## config.mk

```make
export PLATFORM = sky130hd
export DESIGN_NAME = dual_mode_crc_byte_engine_unit
export DESIGN_NICKNAME = d
export VERILOG_FILES = /design/src/rtl/dmcrc_pkg.sv /design/src/rtl/dmcrc_in_stage.sv /design/src/rtl/dmcrc_fold.sv /design/src/rtl/dual_mode_crc_byte_engine_unit.sv
export SDC_FILE = /design/constraint.sdc
export NUM_CORES = 1
export LEC_CHECK = 0
export ABC_AREA = 1
export BUFFER_PORTS_ARGS = -buffer_cell sky130_fd_sc_hd__buf_2
export CAP_MARGIN = 30
export CORE_ASPECT_RATIO = 0.8
export CORE_UTILIZATION = 25
export DETAILED_ROUTE_END_ITERATION = 10
export GPL_TIMING_DRIVEN = 0
export PLACE_DENSITY = 0.38
export SLEW_MARGIN = 20
export SYNTH_ARGS = -nofsm -noshare
export SYNTH_HDL_FRONTEND = slang
export SYNTH_HIERARCHICAL = 1
export SYNTH_SLANG_ARGS = --single-unit
```

## constraint.sdc

```tcl
create_clock -name clk -period 3.3 [get_ports clk]
set_input_delay 0.165 -clock clk [delete_from_list [all_inputs] [get_ports clk]]
set_output_delay 0.165 -clock clk [all_outputs]
set_load 0.01 [all_outputs]
```

## src/rtl/dmcrc_pkg.sv

```systemverilog
// Package for the dual-mode CRC byte engine: polynomials, initial values,
// the byte fold function and the request struct between stages. No dependencies.
package dmcrc_pkg;

  localparam logic [31:0] POLY16 = 32'h0000_A001;
  localparam logic [31:0] POLY32 = 32'hEDB8_8320;
  localparam logic [31:0] INIT16 = 32'h0000_0000;
  localparam logic [31:0] INIT32 = 32'hFFFF_FFFF;
  localparam logic [31:0] MASK16 = 32'h0000_FFFF;

  localparam logic MODE_CRC16 = 1'b0;
  localparam logic MODE_CRC32 = 1'b1;

  typedef struct packed {
    logic       valid;
    logic [7:0] data;
    logic       last;
  } dmcrc_req_t;

  // one byte of reflected CRC, LSB first, eight shift/xor steps
  function automatic logic [31:0] fold_byte(input logic [31:0] crc,
                                            input logic [7:0]  data,
                                            input logic [31:0] poly);
    logic [31:0] c;
    c = crc ^ {24'h0, data};
    for (int k = 0; k < 8; k++) begin
      if (c[0]) c = (c >> 1) ^ poly;
      else      c = c >> 1;
    end
    return c;
  endfunction

  function automatic logic [31:0] mode_init(input logic mode);
    return (mode == MODE_CRC32) ? INIT32 : INIT16;
  endfunction

endpackage

```

## src/rtl/dmcrc_in_stage.sv

```systemverilog
// Input register for the CRC engine; holds one request until the update stage takes it.
// Depends on dmcrc_pkg.
module dmcrc_in_stage (
  input  logic                  clk,
  input  logic                  rst_n,
  input  logic                  in_valid,
  output logic                  in_stall,
  input  logic [7:0]            in_data_byte,
  input  logic                  in_last_byte,
  input  logic                  take,
  output dmcrc_pkg::dmcrc_req_t req
);

  logic       valid_r, valid_nxt;
  logic [7:0] data_r;
  logic       last_r;
  logic       load;

  assign in_stall = valid_r & ~take;
  assign load     = in_valid & ~in_stall;

  always_comb begin
    valid_nxt = valid_r;
    if (load)      valid_nxt = 1'b1;
    else if (take) valid_nxt = 1'b0;
  end

  always_ff @(posedge clk) begin
    if (!rst_n) begin
      valid_r <= 1'b0;
    end else begin
      valid_r <= valid_nxt;
    end
  end

  always_ff @(posedge clk) begin
    if (load) begin
      data_r <= in_data_byte;
      last_r <= in_last_byte;
    end
  end

  assign req.valid = valid_r;
  assign req.data  = data_r;
  assign req.last  = last_r;

endmodule

```

## src/rtl/dmcrc_fold.sv

```systemverilog
// Combinational byte update for both CRC widths.
// Depends on dmcrc_pkg.
module dmcrc_fold (
  input  logic        mode,
  input  logic [31:0] crc,
  input  logic [7:0]  data,
  output logic [31:0] crc_nxt
);

  logic [31:0] f16, f32;

  assign f32 = dmcrc_pkg::fold_byte(crc, data, dmcrc_pkg::POLY32);
  assign f16 = dmcrc_pkg::fold_byte(crc & dmcrc_pkg::MASK16, data, dmcrc_pkg::POLY16)
               & dmcrc_pkg::MASK16;

  assign crc_nxt = (mode == dmcrc_pkg::MODE_CRC32) ? f32 : f16;

endmodule

```

## src/rtl/dual_mode_crc_byte_engine_unit.sv

```systemverilog
// Dual-mode CRC byte engine: input register, running CRC update, result register.
// Result path: the last byte waits in the input register, is folded, and its CRC is loaded into the result register.
// Throughput: one byte per cycle; only a stalled result with a pending last byte holds input.
// Reset (sync, active low): mode = CRC-32, running CRC = 0xFFFFFFFF, all requests dropped.
// Depends on dmcrc_pkg, dmcrc_in_stage, dmcrc_fold.
module dual_mode_crc_byte_engine_unit (
  input  logic        clk,
  input  logic        rst_n,
  input  logic        cfg_wr_en,
  input  logic        cfg_crc_mode,
  input  logic        in_valid,
  output logic        in_stall,
  input  logic [7:0]  in_data_byte,
  input  logic        in_last_byte,
  output logic        out_valid,
  input  logic        out_stall,
  output logic [31:0] out_crc_value
);

  dmcrc_pkg::dmcrc_req_t req;

  logic        mode_r, mode_nxt;
  logic [31:0] crc_r, crc_nxt;
  logic        out_valid_r, out_valid_nxt;
  logic [31:0] out_crc_r;
  logic [31:0] fold_out;
  logic        out_free;
  logic        take;
  logic        emit;

  assign out_free = ~out_valid_r | ~out_stall;
  assign take     = req.valid & (~req.last | out_free);
  assign emit     = take & req.last;

  dmcrc_in_stage u_in (
    .clk          (clk),
    .rst_n        (rst_n),
    .in_valid     (in_valid),
    .in_stall     (in_stall),
    .in_data_byte (in_data_byte),
    .in_last_byte (in_last_byte),
    .take         (take),
    .req          (req)
  );

  dmcrc_fold u_fold (
    .mode    (mode_r),
    .crc     (crc_r),
    .data    (req.data),
    .crc_nxt (fold_out)
  );

  always_comb begin
    mode_nxt      = mode_r;
    crc_nxt       = crc_r;
    out_valid_nxt = out_valid_r & out_stall;
    if (cfg_wr_en) begin
      // mode write aborts any message in progress
      mode_nxt = cfg_crc_mode;
      crc_nxt  = dmcrc_pkg::mode_init(cfg_crc_mode);
    end else if (take) begin
      crc_nxt = req.last ? dmcrc_pkg::mode_init(mode_r) : fold_out;
    end
    if (emit) out_valid_nxt = 1'b1;
  end

  always_ff @(posedge clk) begin
    if (!rst_n) begin
      mode_r      <= dmcrc_pkg::MODE_CRC32;
      crc_r       <= dmcrc_pkg::INIT32;
      out_valid_r <= 1'b0;
    end else begin
      mode_r      <= mode_nxt;
      crc_r       <= crc_nxt;
      out_valid_r <= out_valid_nxt;
    end
  end

  always_ff @(posedge clk) begin
    if (emit) begin
      out_crc_r <= fold_out;
    end
  end

  assign out_valid     = out_valid_r;
  assign out_crc_value = out_crc_r;

endmodule

```

==> flow_metrics.py, run 1 <==
metrics = {
    "timing": {
        "maxSlewViolCount": 0,
        "final.period_utilization_pct": 77.7,
        "tightest_slew_ns": 0.787,
        "slew_headroom_pct": 47.5,
        "final.min_clock_period_ns": 2.57,
        "finalHoldViolCount": 0,
        "fin_hold_ws_ns": 0.0424,
        "setup_total_negative_slack_ns": 0,
        "fmax_mhz": 390,
        "skew_ns": 0.00778,
        "finalSetupViolCount": 0,
        "rsz0062_at_grt": "no",
    },
    "pwr": {
        "combPwrFrac_pct": 32.5,
        "proportion_of_power_drawn_by_the_clock_network_pct": 29.7,
        "max-vdd-ir-drop_mv": 0.223,
        "cellPowerDensity_nw_per_um2": 579,
        "power_switching_mw": 1.14,
        "share_seq_of_total_power_pct": 37.8,
        "switching_share_pct": 36.4,
        "internal-power_mw": 2.00,
        "total_leakage_power_nw": 2.84,
    },
    "clock_tree": {
        "clock_latency_ns": 0.35,
        "clock_sinks": 76,
        "clkTransAtPathRegs_ns": 0.06,
        "cts.hold.buffers_added": 9,
        "post_cts_resize_count": 0,
        "cts-buffers-inserted": 9,
        "h-tree-depth": 3,
        "cts.repair_timing.setup_buffer_count": 0,
        "cts-root-to-sink-buffers": 2,
        "tritoncts": "built",
        "cts_root_buffer": "sky130_fd_sc_hd__clkbuf_16",
    },
    "route": {
        "post-route-drc-count": 0,
        "drt_iter0_markers": 343,
        "detail-route-antenna-nets": 0,
        "routed_length_per_instance_microns": 14.9,
        "first_pass_iters": 7,
        "routed_length_on_met1_microns": 7370,
        "highest-signal-layer": "met4",
        "detailroute.wirelength.met3_microns": 757,
        "avgViaCountPerCell": 4.39,
        "met2_wire_len_microns": 5620,
        "detail_route.wirelength_microns": 13900,
        "vias": 4089,
    },
    "worst_hold_path": {
        "startpoint_of_the_tightest_hold_check_path": "rst_n",
        "hold_crit_class": "in2reg",
    },
    "synthesis": {
        "most_repeated_cell_in_the_gate_level_netlist_after_synthesis": "sky130_fd_sc_hd__nand2_1",
        "synth_top_family_by_area": "simple AND/OR/NAND/NOR gates",
        "cell_variety_after_synth": 24,
        "seq_area_frac_synth_pct": 42.6,
        "synth_async_sr_flop_share_pct": 0,
        "mux_share_of_post_synthesis_cell_area_pct": 0,
        "synthAdderAreaFrac_pct": 0,
        "synth_enable_flop_cells": 41,
        "synthSimpleGateAreaFrac_pct": 32.8,
        "synth_common_cells": "303 x sky130_fd_sc_hd__nand2_1, 66 x sky130_fd_sc_hd__inv_1, 46 x sky130_fd_sc_hd__nand3_1, 41 x sky130_fd_sc_hd__edfxtp_1, 35 x sky130_fd_sc_hd__dfxtp_1",
        "avgSynthCellArea_sq_um": 7.17,
        "yosys_reg_bits": 76,
        "yosysWarnings": 6,
        "synth_area_sq_um": 4530,
        "compound_cell_area_share_of_the_yosys_netlist_pct": 4.44,
        "synth.net_count": 647,
        "synth.area.top_cells": "sky130_fd_sc_hd__edfxtp_1 27%, sky130_fd_sc_hd__nand2_1 25%, sky130_fd_sc_hd__dfxtp_1 15%",
        "yosys.area_share.xor_xnor_pct": 10.1,
        "synthCells": 632,
        "synth_top_cell_area_share_pct": 27.2,
        "synth_area_leader_cell": "sky130_fd_sc_hd__edfxtp_1",
        "ys_dominant_reg_cell": "sky130_fd_sc_hd__edfxtp_1",
    },
    "finish": {
        "net_count_reported_at_finish": 716,
        "antenna_cells": 0,
        "drive_gt1_share_pct": 15.0,
        "area_growth_syn_to_layout_pct": 19.6,
    },
    "global_routing": {
        "grt_pass1_wl_microns": 21700,
        "global_route.overflow_total": 0,
        "grt.total_usage_pct": 15.6,
        "grt_pass1_vias": 3744,
        "antenna_found_initial": 0,
        "pin_count_of_the_biggest_net_entering_global_routing": 33,
    },
    "die": {
        "die_h_microns": 122,
        "core_area_sq_um": 17500,
        "floorplan.rows": 43,
        "die_w_microns": 153,
        "io_pins": 49,
        "die_area_sq_um": 18700,
        "initial_core_util_pct": 25.9,
    },
    "place": {
        "place.port_buffers": 48,
        "gp_congestion": 0.815,
        "detailedPlacementHpwl_microns": 10200,
    },
    "worst_setup_path": {
        "worst-endpoint-required_ns": 3.54,
        "startpoint": "u_in/data_r[0]",
        "setup.worst_path.class": "reg2reg",
        "crit_fanout": 7,
        "arrival_time_of_data_at_the_critical_path_endpoint_ns": 2.81,
        "critical_path.endpoint_type": "register",
        "worst_reg2reg_startpoint": "u_in/data_r[0]",
        "timing.critical_path.from_type": "register",
    },
    "status": {
        "outcome": "completed",
    },
    "run": {
        "maxCapViolCount": 0,
    },
}
[stage by stage]
stage / instance area, sq um / power (mW) / util [%] / std cells / setup WS [ns]
2_1_floorplan: 4530 / 1.90 / - / 632 / 1.37
3_3_place_gp: 5060 / 2.21 / 28.8 / 905 / 0.754
3_5_place_dp: 5060 / 2.21 / 28.8 / 905 / 0.787
4_1_cts: 5420 / 3.17 / 30.9 / 930 / 0.756
5_1_grt: 5420 / 3.35 / 30.9 / 931 / 0.557
6_report: 5420 / 3.14 / 30.9 / 931 / 0.734
[worst paths after layout]
| kind | end | slack, ns | depth (start not counted) |
|---|---|---|---|
| hold / removal | u_in/valid_r | 0.04 | 3 |
| setup / recovery | crc_r[7] | 0.73 | 15 |
| hold reg to reg | u_in/valid_r | 0.50 | 2 |
| setup reg to reg | crc_r[7] | 0.73 | 15 |
[sequential cells by signal (all words and copies together), names as in the netlist]
signal         flops
out_valid          1
u_in/last_r        1
crc_r             32
mode_r             1
u_in/valid_r       1
out_crc_value     32
u_in/data_r        8
[layout make-up]
type                       instances  area (sq um)
tap                              225           282
buffer                            32           200
clock inverter                     4          23.8
clock buffer                      12           246
fill                            1936         12100
sequential                        76          1930
multi-input combinational        455          2140
timing repair buffer              58           338
inverter                          69           259
[placed cells by master, fill, tap and decap left out, types with 6 or more instances in the layout]
master / n
sky130_fd_sc_hd__dlygate4sd3_1: 9
sky130_fd_sc_hd__xnor2_1: 11
sky130_fd_sc_hd__xor2_1: 28
sky130_fd_sc_hd__buf_2: 64
sky130_fd_sc_hd__nand2_2: 6
sky130_fd_sc_hd__a21oi_1: 15
sky130_fd_sc_hd__o21ai_0: 24
sky130_fd_sc_hd__nand3_1: 46
sky130_fd_sc_hd__nor2_1: 12
sky130_fd_sc_hd__edfxtp_1: 41
sky130_fd_sc_hd__clkbuf_1: 8
sky130_fd_sc_hd__buf_6: 6
sky130_fd_sc_hd__clkbuf_16: 9
sky130_fd_sc_hd__nand2_1: 303
sky130_fd_sc_hd__inv_1: 65
sky130_fd_sc_hd__dfxtp_1: 35
[critical path: stages, from the launching register on]
cell and delay (ns):
sky130_fd_sc_hd__edfxtp_1 0.41, sky130_fd_sc_hd__inv_1 0.09, sky130_fd_sc_hd__nand2_1 0.05, sky130_fd_sc_hd__nand2_1 0.23, sky130_fd_sc_hd__nand2_1 0.08, sky130_fd_sc_hd__nand2_1 0.19, sky130_fd_sc_hd__xor2_1 0.23, sky130_fd_sc_hd__inv_1 0.12
sky130_fd_sc_hd__o21ai_0 0.45, sky130_fd_sc_hd__xnor2_1 0.23, sky130_fd_sc_hd__nand2_1 0.11, sky130_fd_sc_hd__nand2_1 0.05, sky130_fd_sc_hd__nand2_1 0.06, sky130_fd_sc_hd__nand2_1 0.05, sky130_fd_sc_hd__nand2_1 0.07, sky130_fd_sc_hd__nand2_1 0.05
[power by group through the flow]
stage               combinational, mW  clock (mW)  sequential [mW]
global placement                 1.01           0             1.20
finish                           1.02       0.933             1.19
detailed placement               1.00           0             1.21
global route                     1.15        1.00             1.20
floorplan                       0.687           0             1.21
CTS                              1.02       0.960             1.19
[logic make-up (layout without fill, tap and decap cells)]
| logic type | Yosys count | count (layout) |
|---|---|---|
| and+or+nand+nor | 371 | 371 |
| DFF | 76 | 76 |
| buffers and inverters | 101 | 175 |
| AOI/OAI and AO/OA | 40 | 40 |
| xor gates and xnor gates | 44 | 44 |
[layer usage]
metal,track usage [%],vias up
li1,-,2074
met1,23.2,1899
met2,22.7,107
met3,3.25,9
met4,3.91,0
met5,0,-
Note: power is estimated with default switching activity, not from simulation.
==> inputs of run 2 (changes only) <==
clock period = 2.6 ns   (was 3.3 ns; I/O delays follow)
==> flow_metrics.py, run 2 (same netlist as run 1, synthesis figures left out) <==
metrics = {
    "worst_hold_path": {
        "startpoint_of_the_tightest_hold_check_path": "in_valid",
        "hold_crit_class": "in2reg",
        "hold_end": "u_in/valid_r",
        "min_delay_path_depth": 3,
    },
    "die": {
        "die_h_microns": 122,
        "io_pins": 49,
        "die_area_sq_um": 18700,
        "initial_core_util_pct": 25.9,
        "floorplan.rows": 43,
        "die_w_microns": 153,
        "core_area_sq_um": 17500,
    },
    "finish": {
        "finalNonFillerCells": 932,
        "drive_gt1_share_pct": 15.1,
        "antenna_cells": 0,
        "layout_commonest_cell": "sky130_fd_sc_hd__nand2_1",
        "area_growth_syn_to_layout_pct": 19.9,
        "filler_cell_count": 1938,
        "top_library_cells_by_usage_in_the_layout_fill_and_taps_aside": "302 x sky130_fd_sc_hd__nand2_1, 65 x sky130_fd_sc_hd__inv_1, 64 x sky130_fd_sc_hd__buf_2, 46 x sky130_fd_sc_hd__nand3_1, 41 x sky130_fd_sc_hd__edfxtp_1",
        "net_count_reported_at_finish": 717,
    },
    "worst_setup_path": {
        "timing.critical_path.from_type": "register",
        "arrival_time_of_data_at_the_critical_path_endpoint_ns": 2.63,
        "critPathBufInv": 0,
        "setup.worst_path.class": "reg2reg",
        "most_frequent_cell_on_the_critical_path": "sky130_fd_sc_hd__nand2_1",
        "worst_r2r_endpoint": "crc_r[15]",
        "critPathSlowestCell": "sky130_fd_sc_hd__edfxtp_1",
        "chain_of_cells_forming_the_critical_path": "xnor2_4 -> nand2_1 -> nand2_2 -> nand2_1 -> nand2_1 -> nand3_1 -> nand3_1 -> o21ai_0 -> nand2_1 -> nand2_1 -> nand2_1 -> nand2_1 -> nand2_1 -> nand2_1",
        "crit_fanout": 5,
        "critPathMaxStageDelay_ns": 0.48,
        "critical-path-top-delay-family": "simple AND/OR/NAND/NOR gates",
        "critical_path.endpoint_type": "register",
        "worst_reg2reg_setup_slack_ns": 0.21,
        "worst-path-stages": 14,
        "worst_reg2reg_startpoint": "u_in/data_r[2]",
        "worst-endpoint-required_ns": 2.84,
        "reg2reg_depth": 14,
    },
    "clock_tree": {
        "h-tree-depth": 3,
        "cts-buffers-inserted": 9,
        "clock_latency_ns": 0.35,
        "cts.repair_timing.setup_buffer_count": 0,
        "cts-root-to-sink-buffers": 2,
        "clkTransAtPathRegs_ns": 0.06,
        "clock_sinks": 76,
        "cts_root_buffer": "sky130_fd_sc_hd__clkbuf_16",
        "tritoncts": "built",
    },
    "timing": {
        "final.min_clock_period_ns": 2.39,
        "finalSetupViolCount": 0,
        "setup_total_negative_slack_ns": 0,
        "finalHoldViolCount": 0,
        "maxSlewViolCount": 0,
        "final.period_utilization_pct": 92.0,
        "slew_headroom_pct": 47.6,
        "fmax_mhz": 418,
        "skew_ns": 0.00692,
        "tightest_slew_ns": 0.784,
        "rsz0062_at_grt": "no",
    },
    "global_routing": {
        "grt_pass1_vias": 3746,
        "antenna_found_initial": 0,
        "grt_pass1_wl_microns": 21700,
        "global_route.overflow_total": 0,
        "pin_count_of_the_biggest_net_entering_global_routing": 33,
        "grt.total_usage_pct": 15.6,
    },
    "pwr": {
        "cellPowerDensity_nw_per_um2": 733,
        "combPwrFrac_pct": 32.6,
        "power_switching_mw": 1.45,
        "internal-power_mw": 2.54,
        "total_leakage_power_nw": 2.85,
        "proportion_of_power_drawn_by_the_clock_network_pct": 29.7,
        "max-vdd-ir-drop_mv": 0.283,
        "share_seq_of_total_power_pct": 37.7,
        "switching_share_pct": 36.3,
    },
    "place": {
        "gp_congestion": 0.815,
        "dp_cells": 905,
        "place.port_buffers": 48,
        "detailedPlacementHpwl_microns": 10200,
    },
    "route": {
        "detail_route.wirelength_microns": 13900,
        "routed_length_per_instance_microns": 14.9,
        "post-route-drc-count": 0,
        "avgViaCountPerCell": 4.37,
        "detail-route-antenna-nets": 0,
        "vias": 4076,
        "first_pass_iters": 7,
        "drt_iter0_markers": 335,
    },
    "run": {
        "maxCapViolCount": 0,
    },
    "status": {
        "outcome": "completed",
    },
}
-- run 2: changes by cell type in the layout (fill, tap and decap cells not counted) --
cell and delta:
sky130_fd_sc_hd__o21ai_0 -1, sky130_fd_sc_hd__nand2_1 -1, sky130_fd_sc_hd__nand2_2 +1, sky130_fd_sc_hd__o21ai_1 +1, sky130_fd_sc_hd__dlygate4sd3_1 +1
-- run 2: worst max path at each step --
| stage | endpoint | from | slack (ns) |
|---|---|---|---|
| after floorplan | crc_r[0] | u_in/data_r[2] | 0.67 |
| after global placement | crc_r[7] | u_in/data_r[0] | 0.05 |
| after detailed placement | crc_r[7] | u_in/data_r[0] | 0.09 |
| after CTS | crc_r[7] | u_in/data_r[0] | 0.06 |
| after global routing | crc_r[25] | u_in/data_r[2] | 0.004 |
| final | crc_r[15] | u_in/data_r[2] | 0.21 |
-- run 2: metal layers --
| layer | part of all wire, % | up-vias | global-route usage [%] |
|---|---|---|---|
| met3 | 5.1 | 9 | 3.25 |
| met4 | 0.91 | 0 | 3.91 |
| met5 | 0 | - | 0 |
| met2 | 41 | 112 | 22.8 |
| li1 | - | 2078 | - |
| met1 | 53 | 1877 | 23.2 |
-- run 2: what timing repair did --
action | in CTS | in global routing
resized for setup | 0 | 2
endpoints found under the hold margin | 10 | 0
setup endpoints to repair | 0 | 1
hold buffers | 10 | 0
-- run 2: tightest hold or removal path, cell delays in order --
cell	delay, ns
sky130_fd_sc_hd__buf_2	0.09
sky130_fd_sc_hd__inv_1	0.06
sky130_fd_sc_hd__a21oi_1	0.06
-- run 2: metrics by stage --
stage	worst slack [ns]	util [%]	hold WS, ns	area, sq um	total power, mW
after floorplan	0.670	-	0.229	4530	2.41
after global placement	0.0539	28.8	0.309	5060	2.81
after detailed placement	0.0875	28.8	0.309	5060	2.80
after CTS	0.0565	30.9	0.0302	5430	4.02
after global routing	0.00367	31.0	0.0330	5440	4.25
final	0.208	31.0	0.0394	5440	3.99
-- run 2: final cells by class --
type | instances | area [sq um] | area share [%]
Multi-Input combinational cell | 455 | 2150 | 39.5
Clock buffer | 12 | 246 | 4.53
Sequential cell | 76 | 1930 | 35.5
Tap cell | 225 | 282 | 5.18
Clock inverter | 4 | 23.8 | 0.437
Inverter | 69 | 259 | 4.76
Timing Repair Buffer | 59 | 348 | 6.40
Buffer | 32 | 200 | 3.68
-- run 2: power by group through the flow --
stage	Combinational (mW)	Sequential (mW)	Clock, mW
floorplan	0.872	1.54	0
global placement	1.28	1.53	0
detailed placement	1.27	1.53	0
CTS	1.29	1.51	1.22
global route	1.47	1.52	1.27
finish	1.30	1.50	1.18
==> inputs of run 3 (changes only) <==
--- a/config.mk
+++ b/config.mk
@@ -9,5 +9,5 @@
 export BUFFER_PORTS_ARGS = -buffer_cell sky130_fd_sc_hd__buf_2
 export CAP_MARGIN = 30
-export CORE_ASPECT_RATIO = 0.8
+export CORE_ASPECT_RATIO = 0.9
 export CORE_UTILIZATION = 25
 export DETAILED_ROUTE_END_ITERATION = 10
==> constraint.sdc (replaced) <==
create_clock -name clk -period 2.6 [get_ports clk]
set_input_delay 0.26 -clock clk [delete_from_list [all_inputs] [get_ports clk]]
set_output_delay 0.26 -clock clk [all_outputs]
set_load 0.01 [all_outputs]
==> flow_metrics.py, run 3 (same netlist as run 1, synthesis figures left out) <==
metrics = {
    "clock_tree": {
        "clkTransAtPathRegs_ns": 0.06,
        "h-tree-depth": 3,
        "cts-buffers-inserted": 9,
        "cts-root-to-sink-buffers": 2,
        "clock_latency_ns": 0.35,
        "clock_sinks": 76,
        "tritoncts": "built",
        "cts_root_buffer": "sky130_fd_sc_hd__clkbuf_16",
        "cts.hold.buffers_added": 0,
    },
    "route": {
        "avgViaCountPerCell": 4.12,
        "detailroute.wirelength.met3_microns": 497,
        "routed_length_on_met1_microns": 6900,
        "routed_length_per_instance_microns": 13.9,
        "met2_wire_len_microns": 5440,
        "detail-route-antenna-nets": 0,
        "detail_route.wirelength_microns": 13000,
        "drt_iter0_markers": 235,
        "highest-signal-layer": "met4",
        "post-route-drc-count": 0,
        "first_pass_iters": 4,
        "vias": 3856,
    },
    "finish": {
        "final-seq-area_sq_um": 1930,
        "post-route-cell-area_sq_um": 5390,
        "area_growth_syn_to_layout_pct": 18.9,
        "antenna_cells": 0,
        "multiInputGateArea_sq_um": 2160,
        "drive_gt1_share_pct": 15.5,
        "net_count_reported_at_finish": 707,
        "postLayoutCoreUtil_pct": 30.5,
        "filler_cell_count": 1928,
        "top_library_cells_by_usage_in_the_layout_fill_and_taps_aside": "302 x sky130_fd_sc_hd__nand2_1, 65 x sky130_fd_sc_hd__inv_1, 64 x sky130_fd_sc_hd__buf_2, 46 x sky130_fd_sc_hd__nand3_1, 41 x sky130_fd_sc_hd__edfxtp_1",
        "layout_commonest_cell": "sky130_fd_sc_hd__nand2_1",
        "finalNonFillerCells": 937,
    },
    "die": {
        "floorplan.rows": 46,
        "die_area_sq_um": 18700,
        "die_w_microns": 144,
        "die_h_microns": 130,
        "core_area_sq_um": 17700,
        "io_pins": 49,
        "initial_core_util_pct": 25.7,
    },
    "global_routing": {
        "pin_count_of_the_biggest_net_entering_global_routing": 33,
        "grt_pass1_wl_microns": 20400,
        "global_route.overflow_total": 0,
        "antenna_found_initial": 0,
        "grt.total_usage_pct": 15.2,
        "grt_pass1_vias": 3540,
    },
    "pwr": {
        "max-vdd-ir-drop_mv": 0.339,
        "power_mw": 4.06,
        "cellPowerDensity_nw_per_um2": 754,
        "total_leakage_power_nw": 2.81,
    },
    "worst_hold_path": {
        "startpoint_of_the_tightest_hold_check_path": "in_data_byte[7]",
        "min_delay_path_depth": 1,
        "hold_crit_class": "in2reg",
        "hold_end": "u_in/data_r[7]",
    },
    "status": {
        "outcome": "completed",
    },
    "place": {
        "place.port_buffers": 48,
        "detailedPlacementHpwl_microns": 10100,
        "post_dp_cell_area_sq_um": 5070,
        "gp_congestion": 0.889,
        "dp_cells": 920,
    },
    "timing": {
        "tightest_slew_ns": 0.730,
        "final.min_clock_period_ns": 2.38,
        "rsz0062_at_grt": "no",
        "skew_ns": 0.00850,
        "finalHoldViolCount": 0,
        "maxSlewViolCount": 0,
        "fin_hold_ws_ns": 0.0859,
        "finalSetupViolCount": 0,
        "final.period_utilization_pct": 91.7,
        "fmax_mhz": 420,
        "slew_headroom_pct": 51.4,
    },
    "worst_setup_path": {
        "crit_fanout": 6,
        "reg2reg_depth": 15,
        "chain_of_cells_forming_the_critical_path": "inv_1 -> nand2_1 -> nand2_1 -> nand2_1 -> nand2_1 -> xor2_1 -> inv_1 -> o21ai_2 -> xnor2_1 -> nand2_1 -> nand2_1 -> nand2_1 -> nand2_1 -> nand2_1 -> nand2_1",
        "critPathMaxStageDelay_ns": 0.41,
        "worst_reg2reg_startpoint": "u_in/data_r[6]",
        "timing.critical_path.from_type": "register",
        "critPathSlowestCell": "sky130_fd_sc_hd__edfxtp_1",
        "worst_r2r_endpoint": "crc_r[7]",
        "most_frequent_cell_on_the_critical_path": "sky130_fd_sc_hd__nand2_1",
        "worst-endpoint-required_ns": 2.90,
        "arrival_time_of_data_at_the_critical_path_endpoint_ns": 2.68,
        "setup.worst_path.class": "reg2reg",
        "worst_reg2reg_setup_slack_ns": 0.22,
        "critical_path.endpoint_type": "register",
    },
    "run": {
        "maxCapViolCount": 0,
    },
}
[run 3: worst max path at each step]
stage / to / depth (start not counted) / slack [ns] / startpoint
floorplan: crc_r[0] / 18 / 0.67 / u_in/data_r[2]
global placement: crc_r[7] / 15 / -0.07 / u_in/data_r[0]
detailed placement: crc_r[7] / 15 / -0.1 / u_in/data_r[0]
CTS: crc_r[7] / 15 / 0.08 / u_in/data_r[0]
global route: crc_r[29] / 17 / 0.02 / u_in/data_r[6]
finish: crc_r[7] / 15 / 0.22 / u_in/data_r[6]
[run 3: area by class of cell]
class / instances / share of cell area, %
clock buffers: 12 / 4.57
flip-flops and latches: 76 / 35.8
clock inverters: 4 / 0.905
multi-input cells: 455 / 40.0
inverters: 69 / 4.80
repair buffers: 49 / 4.60
plain buffers: 32 / 3.71
well taps: 240 / 5.57
[run 3: per-layer routing]
metal	vias up	track usage (%)
met5	-	0
met4	0	4.82
met3	13	3.01
met2	60	22.6
met1	1726	21.9
li1	2057	-
[run 3: timing repair]
action / CTS / global route
buffers inserted: 0 / 1
pin swaps: 0 / 1
setup endpoints to repair: 1 / 5
resized for setup: 1 / 3
[run 3: stage by stage]
step	setup slack, ns	TNS, ns
detailed placement	-0.0979	-0.0979
CTS	0.0819	0
global placement	-0.0713	-0.0713
global route	0.0241	0
finish	0.216	0
floorplan	0.670	0
[run 3: worst max-delay path, delay by kind of cell (launching register included)]
kind                   cells  cell delay [ns]
AO/OA/AOI/OAI              1             0.23
AND/OR/NAND/NOR           10             0.99
flip-flops                 1             0.41
XOR/XNOR                   2             0.48
buffers and inverters      2             0.22
[run 3: power by group]
group | internal, mW | switching (mW)
clock network | 0.767 | 0.515
logic | 0.426 | 0.857
registers | 1.44 | 0.0619
total | 2.63 | 1.43
